### config.mk
export PLATFORM = sky130hd
export DESIGN_NAME = vsk_divider
export DESIGN_NICKNAME = d
export VERILOG_FILES = /design/src/rtl/vertex_skinning_four_bone_assert.svh /design/src/rtl/vsk_pkg.sv /design/src/rtl/vsk_divider.sv
export SDC_FILE = /design/constraint.sdc
export NUM_CORES = 2
export LEC_CHECK = 0
export BUFFER_PORTS_ARGS = -buffer_cell sky130_fd_sc_hd__buf_2
export CAP_MARGIN = 30
export CORE_MARGIN = 2
export CORE_UTILIZATION = 40
export DETAILED_ROUTE_END_ITERATION = 6
export PLACE_DENSITY = 0.59
export SYNTH_ARGS = -nofsm -noshare
export SYNTH_HDL_FRONTEND = slang
export SYNTH_SLANG_ARGS = --single-unit
### constraint.sdc
create_clock -name clock -period 30.5 [get_ports clock]
set_input_delay 4.575 -clock clock [delete_from_list [all_inputs] [get_ports clock]]
set_output_delay 4.575 -clock clock [all_outputs]
set_load 0.05 [all_outputs]
### src/rtl/vertex_skinning_four_bone_assert.svh
// ---------------------------------------------------------------------------
// vertex skinning assertion macros
// shared clocked assertion forms, disabled while reset is high
// ---------------------------------------------------------------------------
`ifndef VERTEX_SKINNING_FOUR_BONE_ASSERT_SVH
`define VERTEX_SKINNING_FOUR_BONE_ASSERT_SVH

// same-cycle implication
`define VSK_ASSERT_IMPL(label, ante, cons) \
   label: assert property (@(posedge clock) disable iff (reset) (ante) |-> (cons)) \
      else $error("vsk assertion failed");

// next-cycle implication
`define VSK_ASSERT_NEXT(label, ante, cons) \
   label: assert property (@(posedge clock) disable iff (reset) (ante) |=> (cons)) \
      else $error("vsk assertion failed");

`endif

### src/rtl/vsk_pkg.sv
// ---------------------------------------------------------------------------
// vsk_pkg
// types, widths and codes shared by the vertex skinning pipeline
// ---------------------------------------------------------------------------
package vsk_pkg;

   localparam int MAX_BONES  = 255;
   localparam int SLOT_W     = 8;
   localparam int COORD_W    = 32;
   localparam int QUAT_W     = 16;
   localparam int QSHIFT     = 14;
   localparam int DIFF_W     = COORD_W + 1;
   localparam int QPROD_W    = 2 * QUAT_W;
   localparam int MFULL_W    = 35;
   localparam int M_W        = MFULL_W - QSHIFT;
   localparam int MPROD_W    = M_W + DIFF_W;
   localparam int XACC_W     = MPROD_W + 2;
   localparam int RS_W       = XACC_W - QSHIFT;
   localparam int R_W        = RS_W + 2;
   localparam int WGT_W      = 8;
   localparam int WPROD_W    = R_W + WGT_W + 1;
   localparam int ACC_W      = WPROD_W + 3;
   localparam int DEN_W      = WGT_W + 2;
   localparam int DIV_W      = 60;
   localparam int DIV_STEP   = 4;
   localparam int DIV_STAGES = DIV_W / DIV_STEP;
   localparam int DIV_LAT    = DIV_STAGES + 1;
   localparam int XF_LAT     = 4;
   localparam int SB_DEPTH   = XF_LAT + 1;

   localparam logic [1:0] CMD_LOAD_BIND = 2'd0;
   localparam logic [1:0] CMD_LOAD_POSE = 2'd1;
   localparam logic [1:0] CMD_SKIN      = 2'd2;

   localparam logic [SLOT_W-1:0]  ABSENT_BONE = 8'hFF;
   localparam logic [COORD_W-1:0] SAT_MAX     = 32'h7FFF_FFFF;
   localparam logic [COORD_W-1:0] SAT_MIN     = 32'h8000_0000;

   typedef struct packed {
      logic [1:0]                command;
      logic [SLOT_W-1:0]         bone_slot;
      logic signed [COORD_W-1:0] pos_x;
      logic signed [COORD_W-1:0] pos_y;
      logic signed [COORD_W-1:0] pos_z;
      logic signed [QUAT_W-1:0]  quat_w;
      logic signed [QUAT_W-1:0]  quat_x;
      logic signed [QUAT_W-1:0]  quat_y;
      logic signed [QUAT_W-1:0]  quat_z;
      logic [31:0]               bone_ids;
      logic [31:0]               bone_weights;
      logic                      vertex_last;
   } req_type;

   typedef struct packed {
      logic signed [COORD_W-1:0] out_x;
      logic signed [COORD_W-1:0] out_y;
      logic signed [COORD_W-1:0] out_z;
      logic                      out_last;
      logic                      weight_fault;
   } rsp_type;

   // element 0 is x
   typedef logic [2:0][COORD_W-1:0] vec_type;
   typedef logic [2:0][R_W-1:0]     res_type;

   typedef struct packed {
      vec_type                  pos;
      logic signed [QUAT_W-1:0] qw;
      logic signed [QUAT_W-1:0] qx;
      logic signed [QUAT_W-1:0] qy;
      logic signed [QUAT_W-1:0] qz;
   } pose_type;

   typedef struct packed {
      logic        valid;
      logic        last;
      logic [31:0] weights;
      logic [3:0]  used;
   } sb_type;

   typedef struct packed {
      logic valid;
      logic last;
      logic fault;
   } ctl_type;

endpackage

### src/rtl/vsk_divider.sv
// ---------------------------------------------------------------------------
// vsk_divider
// pipelined restoring divide, four quotient bits a stage, signed saturation
// ---------------------------------------------------------------------------
module vsk_divider (
   input  logic                          clock,
   input  logic                          adv,
   input  logic [vsk_pkg::DIV_W-1:0]     num,
   input  logic [vsk_pkg::DEN_W-1:0]     den,
   input  logic                          neg,
   output logic [vsk_pkg::COORD_W-1:0]   quo
);

   localparam int NS = vsk_pkg::DIV_STAGES;

   logic [vsk_pkg::DEN_W-1:0] rem_src [NS];
   logic [vsk_pkg::DIV_W-1:0] qn_src [NS];
   logic [vsk_pkg::DEN_W-1:0] dn_src [NS];
   logic                      ng_src [NS];
   logic [vsk_pkg::DEN_W-1:0] rem_in [NS];
   logic [vsk_pkg::DIV_W-1:0] qn_in [NS];
   logic [vsk_pkg::DEN_W-1:0] rem_ff [NS];
   logic [vsk_pkg::DIV_W-1:0] qn_ff [NS];
   logic [vsk_pkg::DEN_W-1:0] dn_ff [NS];
   logic                      ng_ff [NS];
   logic [vsk_pkg::DIV_W-1:0] q;
   logic [vsk_pkg::COORD_W-1:0] quo_in, quo_ff;

   always_comb begin
      rem_src[0] = '0;
      qn_src[0]  = num;
      dn_src[0]  = den;
      ng_src[0]  = neg;
      for (int s = 1; s < NS; s++) begin
         rem_src[s] = rem_ff[s-1];
         qn_src[s]  = qn_ff[s-1];
         dn_src[s]  = dn_ff[s-1];
         ng_src[s]  = ng_ff[s-1];
      end
   end

   // dividend bits shift out the top of qn while quotient bits enter below
   always_comb begin : div_steps
      logic [vsk_pkg::DEN_W:0]   trial;
      logic [vsk_pkg::DEN_W-1:0] rem;
      logic [vsk_pkg::DIV_W-1:0] qn;
      for (int s = 0; s < NS; s++) begin
         rem = rem_src[s];
         qn  = qn_src[s];
         for (int k = 0; k < vsk_pkg::DIV_STEP; k++) begin
            trial = {rem, qn[vsk_pkg::DIV_W-1]};
            qn    = {qn[vsk_pkg::DIV_W-2:0], 1'b0};
            if (trial >= {1'b0, dn_src[s]}) begin
               trial = trial - {1'b0, dn_src[s]};
               qn[0] = 1'b1;
            end
            rem = trial[vsk_pkg::DEN_W-1:0];
         end
         rem_in[s] = rem;
         qn_in[s]  = qn;
      end
   end

   always_ff @(posedge clock) begin
      if (adv) begin
         rem_ff <= rem_in;
         qn_ff  <= qn_in;
         dn_ff  <= dn_src;
         ng_ff  <= ng_src;
      end
   end

   always_comb begin
      q = qn_ff[NS-1];
      if (!ng_ff[NS-1]) begin
         quo_in = (q > vsk_pkg::DIV_W'(vsk_pkg::SAT_MAX)) ? vsk_pkg::SAT_MAX
                : q[vsk_pkg::COORD_W-1:0];
      end else begin
         quo_in = (q > vsk_pkg::DIV_W'(vsk_pkg::SAT_MIN)) ? vsk_pkg::SAT_MIN
                : ~q[vsk_pkg::COORD_W-1:0] + vsk_pkg::COORD_W'(1);
      end
   end

   always_ff @(posedge clock) begin
      if (adv) begin
         quo_ff <= quo_in;
      end
   end

   assign quo = quo_ff;

endmodule

# [After elaboration in Yosys (flattened, before gate mapping)]
# Index checks and enable logic that the tools add are counted.
[totals] register_bits=1227 in_bits=73 elab_cells=304
[op_classes] add_sub_neg=60 order_cmp=62 muxes=122 bitwise=1
[op_table] cell="11-bit by 10-bit >= comparator with 1-bit output" n=59
[op_table] cell="10-bit two-way mux" n=59
[op_table] cell="10-bit subtractor" n=58
[op_table] cell="32-bit two-way mux" n=3
[op_table] cell="60-bit by 31-bit greater-than comparator with 1-bit output (second input constant)" n=1
[op_table] cell="60-bit by 32-bit greater-than comparator with 1-bit output (second input constant)" n=1
[op_table] cell="1-bit two-way mux" n=60
[op_table] cell="32-bit by 1-bit adder with 32-bit output (second input constant)" n=1
[op_table] cell="32-bit inverter" n=1
[op_table] cell="1-bit by 10-bit >= comparator with 1-bit output" n=1
[op_table] cell="1-bit by 10-bit subtractor with 10-bit output" n=1

# [Depth between registers and ports, before layout]
[logic_depth] word_depth=8 ltp_mapped=46

# [Least setup slack after synthesis]
# No wires, ideal clock.
[synth_path] path_type="input to register" start="in den[1] (netlist name)" end="reg rem_ff[141] (netlist name), data pin" setup_ns=0.260 t_arrival_ns=12.589 t_required_ns=30.240 slack_ns=17.651 cell_stages=37 n_path_buf=3 cell_sequence="inv_1 ha_1 a21oi_1 nand4b_1 o21ai_0 ha_1 nor2b_1 o21a_1 o21ai_0 a21oi_1 a221o_1 o32ai_1 clkbuf_1 nand2_1 o21ai_0 ha_1 a21o_1 a21o_1 a211oi_1 o21a_1 nor3_1 o221ai_1 o211ai_1 buf_1 mux2i_1 ha_1 nor2b_1 o21a_1 o21ai_0 a21oi_1 o21ai_0 a21boi_0 nor4_1 nor2_1 a2111oi_0 clkbuf_1 mux2_2"
[synth_rtl] element="start, declared" line_no="vsk_divider.sv:9" text="input logic [vsk_pkg::DEN_W-1:0] den,"
[synth_rtl] element="end signal, assigned" line_no="vsk_divider.sv:66" text="rem_ff <= rem_in;"
[synth_rtl] element="end, declared" line_no="vsk_divider.sv:22" text="logic [vsk_pkg::DEN_W-1:0] rem_ff [NS];"

==> results list <==
- Global-route wire length before repair: 236.7 mm
- Synthesized instance count: 5822
- Compared with the post-synthesis result, the final layout area differs by 11.63%.
* Post-CTS Setup Repair Bufs: 0
- Run status: complete, no violations
- The synthesized netlist occupies a cell area of approximately 70000 um^2.
- For the final routed database, the setup TNS stands at 0 ns.
- Residual DRC: 0
- In this run the deepest clock path goes through 3 buffers.
- After floorplanning, the core was divided into 153 placement rows.
- Portion of the clock cycle consumed by the worst path in the final layout: 42.45%
- Maximum fanout along the worst path: 14
- First-pass DRT Iterations: 5
- The die is 421.4 um tall.
- Final estimated routing congestion in global placement: 0.8671
- In this run the most critical hold path is launched from div_steps.qn[53].
- The worst register-to-register path begins at dn_ff[131].
- The worst pin sits at a relative slew slack of between 20% and 30%.
- Of all flip-flops after synthesis, the portion carrying an async set or reset was 0%.
- Number of cells on the worst reg-to-reg path: 39
- During synthesis, Yosys emitted a total of 0 warnings.
* Pins over their slew limit: 0
* Total grt overflow: 0
* CP Capture Type: register
* Area contributors post-synth: sky130_fd_sc_hd__edfxtp_1 53%, sky130_fd_sc_hd__ha_1 11%, sky130_fd_sc_hd__xnor2_1 3.0%
* Class of the worst hold path: reg -> reg
- The number of global-route vias before repair came to 43810.
- Hold depth: 0
- Number of instances resized during post-cts repair: 0
* Worst-case hold path end point: q[53]
- Root buffer selected by CTS: sky130_fd_sc_hd__clkbuf_16
* Initial DRC Count: 3504
- Once the floorplan was initialized, standard cells occupied roughly 40% of the core.
* Flop2flop setup slack: between 15 and 20 ns
* Avg Synthesized Cell Area: ~12 um^2
- Overall routing resource usage: 16.48%
* Clock Skew: 0.02795 ns
- Std-Cell Core Area: ~170000 um^2
- Critical Path Start Type: input pin
- Counting the fill cells in the layout gives about 16000.
- On the worst path, the slowest cell contributes a delay of 0.59 ns.
- Setup slack of the critical path after layout: 17.55 ns
* Area enclosed by the die boundary: 177600 um^2
- CTS sink count: 1227
- At the worst endpoint, the arrival time is between 10 and 15 ns.
- Buffers inserted to repair hold after CTS numbered 0.
* Final wirelength: 149.2 mm
* Cell with the largest stage delay on the worst path: sky130_fd_sc_hd__o21ai_0
* Pre-CTS setup slack: roughly 17 ns
- Number of endpoints failing setup at the final stage: 0
- Critical setup path kind: in -> reg
- At the end of the flow, the number of nets in the layout was between 6000 and 7000.
* Library cell occupying the most area in the post-synthesis netlist: sky130_fd_sc_hd__edfxtp_1
- Layout cells sized above 1: 9.563%
- Fmax: 0.07725 GHz
- Clock-pin slew was measured on the worst setup and hold paths at 0.06 ns.
- Synthesis inferred 1227 register bits.
* Pin count of the biggest net entering global routing: 184
- Number of antenna violations at the first check in global routing: 7
- The detail route stage leaves a number of antenna-violating nets equal to 0.
- Least-Margin Pin Slew: ~1.1 ns
* Sequential cell area fraction in the yosys report: 52.87%
- Number of distinct library cell variants in the gate-level netlist after synthesis: 80
- In the final routed layout, each cell accounts on average for approximately 18 um.
- Count of final hold-check violations: 0
* Setup repair after global routing missed its margin: no
* Per-cell via count in the routed design: 5.352
- The tool flagged a number of max-cap violations equal to 0.
- HPWL after DPL: 110.4 mm
* Leading register cell type out of synthesis: sky130_fd_sc_hd__edfxtp_1
- The routed design could run at a clock period as short as 12.95 ns.
- Width of the die: 421.4 um
- TritonCTS built the clock tree.
- Data required time of the worst path: 31.02 ns
- The routed layout has 45300 vias.
- Clock tree synthesis inserted a total of 136 buffers.
- H-tree levels: 4
* I/O pin cnt: 105
* Worst reg2reg path endpoint: rem_ff[121]
* Count of flip-flops with a built-in enable after synthesis: 1227
- Clock latency on the worst-skew pair, taken at its later pin, is 0.78 ns.
* Number of port buffers: 104
- The synthesized design devotes to its leading area cell type 52.87% of total area.
- The number of nets in the synthesized netlist is 6546.
routing by layer:
| layer | share of wire, % | vias to the layer above | GRT usage [%] |
|---|---|---|---|
| li1 | - | 22490 | - |
| met1 | 48 | 21720 | 23.07 |
| met2 | 45 | 825 | 25.56 |
| met3 | 4.2 | 255 | 2.821 |
| met4 | 3.2 | 8 | 6.207 |
| met5 | 0.034 | - | 0 |
layout by cell type (no fill, tap or decap), types with 20 or more instances in the layout:
cell type,netlist,routed
sky130_fd_sc_hd__a211oi_1,40,40
sky130_fd_sc_hd__a21o_1,187,187
sky130_fd_sc_hd__a21oi_1,377,377
sky130_fd_sc_hd__a221o_1,25,25
sky130_fd_sc_hd__a221oi_1,23,23
sky130_fd_sc_hd__a31oi_1,32,32
sky130_fd_sc_hd__and2_1,20,20
sky130_fd_sc_hd__and3_1,25,25
sky130_fd_sc_hd__buf_2,2,104
sky130_fd_sc_hd__buf_4,1,42
sky130_fd_sc_hd__clkbuf_1,74,20
sky130_fd_sc_hd__clkbuf_16,0,138
sky130_fd_sc_hd__clkinv_1,0,26
sky130_fd_sc_hd__edfxtp_1,1227,1227
sky130_fd_sc_hd__fa_1,58,58
sky130_fd_sc_hd__ha_1,593,593
sky130_fd_sc_hd__inv_1,418,418
sky130_fd_sc_hd__mux2_2,173,173
sky130_fd_sc_hd__mux2i_1,81,81
sky130_fd_sc_hd__nand2_1,309,309
sky130_fd_sc_hd__nand2b_1,87,87
sky130_fd_sc_hd__nand3_1,51,51
sky130_fd_sc_hd__nand4_1,101,101
sky130_fd_sc_hd__nor2_1,349,349
sky130_fd_sc_hd__nor2b_1,129,129
sky130_fd_sc_hd__nor3_1,92,92
sky130_fd_sc_hd__nor4_1,20,20
sky130_fd_sc_hd__o211ai_1,32,32
sky130_fd_sc_hd__o21a_1,109,109
sky130_fd_sc_hd__o21ai_0,360,360
sky130_fd_sc_hd__o21bai_1,27,27
sky130_fd_sc_hd__o221ai_1,49,49
sky130_fd_sc_hd__o311ai_0,21,21
sky130_fd_sc_hd__o31a_1,33,33
sky130_fd_sc_hd__o31ai_1,27,26
sky130_fd_sc_hd__or2_2,33,33
sky130_fd_sc_hd__or3_1,27,27
sky130_fd_sc_hd__xnor2_1,236,236
sky130_fd_sc_hd__xor2_1,146,146
synth_stat cells (all sizes together), types with 20 or more instances:
library cell / n
a211oi: 41
a21o: 187
a21oi: 377
a221o: 25
a221oi: 23
a31oi: 32
and2: 20
and3: 25
clkbuf: 74
edfxtp: 1227
fa: 58
ha: 593
inv: 420
mux2: 173
mux2i: 81
nand2: 309
nand2b: 87
nand3: 51
nand4: 101
nor2: 349
nor2b: 129
nor3: 92
nor4: 20
o211ai: 32
o21a: 109
o21ai: 362
o21bai: 27
o221ai: 49
o311ai: 21
o31a: 33
o31ai: 27
or2: 33
or3: 31
xnor2: 236
xor2: 146
worst max-delay path, delay by kind of cell:
| family | cells | cell delay, ns |
|---|---|---|
| buf+inv | 5 | 1.19 |
| compound gates | 18 | 3.98 |
| simple gates | 6 | 1.32 |
| mux | 3 | 1.07 |
| fa+ha+maj | 4 | 1.29 |
logic make-up after synthesis:
| logic type | count (synthesis) | synth area share [%] |
|---|---|---|
| AND/OR/NAND/NOR | 1306 | 9.302 |
| adder cells (fa/ha/maj) | 651 | 12.31 |
| flip-flops | 1227 | 52.87 |
| multiplexers | 254 | 3.959 |
| buffers and inverters | 504 | 2.724 |
| AO/OA/AOI/OAI | 1498 | 14.03 |
| XOR/XNOR | 382 | 4.801 |
area by class of cell:
cell class	instances	area, um^2	share of cell area, %
well taps	2325	2909	3.739
clock inverters	91	1015	1.304
clock buffers	158	3528	4.536
multi-input cells	4091	30970	39.81
repair buffers	151	950.9	1.222
diodes	1	2.502	0.003217
inverters	420	1577	2.027
flip-flops and latches	1227	36850	47.36
stage by stage:
step	area, um^2	std cells	utilization, %	hold WS, ns
after floorplan	69690	5822	-	0.4003
after global placement	73170	8209	42.19	0.4003
after detailed placement	73220	8213	42.22	0.4045
after CTS	77760	8462	44.84	0.4010
after global routing	77790	8463	44.85	0.4088
final	77790	8464	44.85	0.3967
how the worst max path moves through the flow:
stage,slack (ns),startpoint,depth (start not counted),end
after global placement,16.44,den[1],37,rem_ff[141]
after CTS,17.59,den[1],38,rem_ff[141]
after detailed placement,16.76,den[1],38,rem_ff[141]
final,17.55,den[1],36,rem_ff[141]
after global routing,16.62,den[1],38,rem_ff[142]
after floorplan,17.65,den[1],37,rem_ff[141]
sequential cells by signal, summed over array words and instances, names as in the netlist:
register	flops
q	60
div_steps.qn	56
rem_ff	140
quo	32
ng_ff	15
dn_ff	140
qn_ff	784
Power is left out: the tool's default activity adds up to more than one toggle a clock period on the data nets, which glitch-free logic cannot reach.
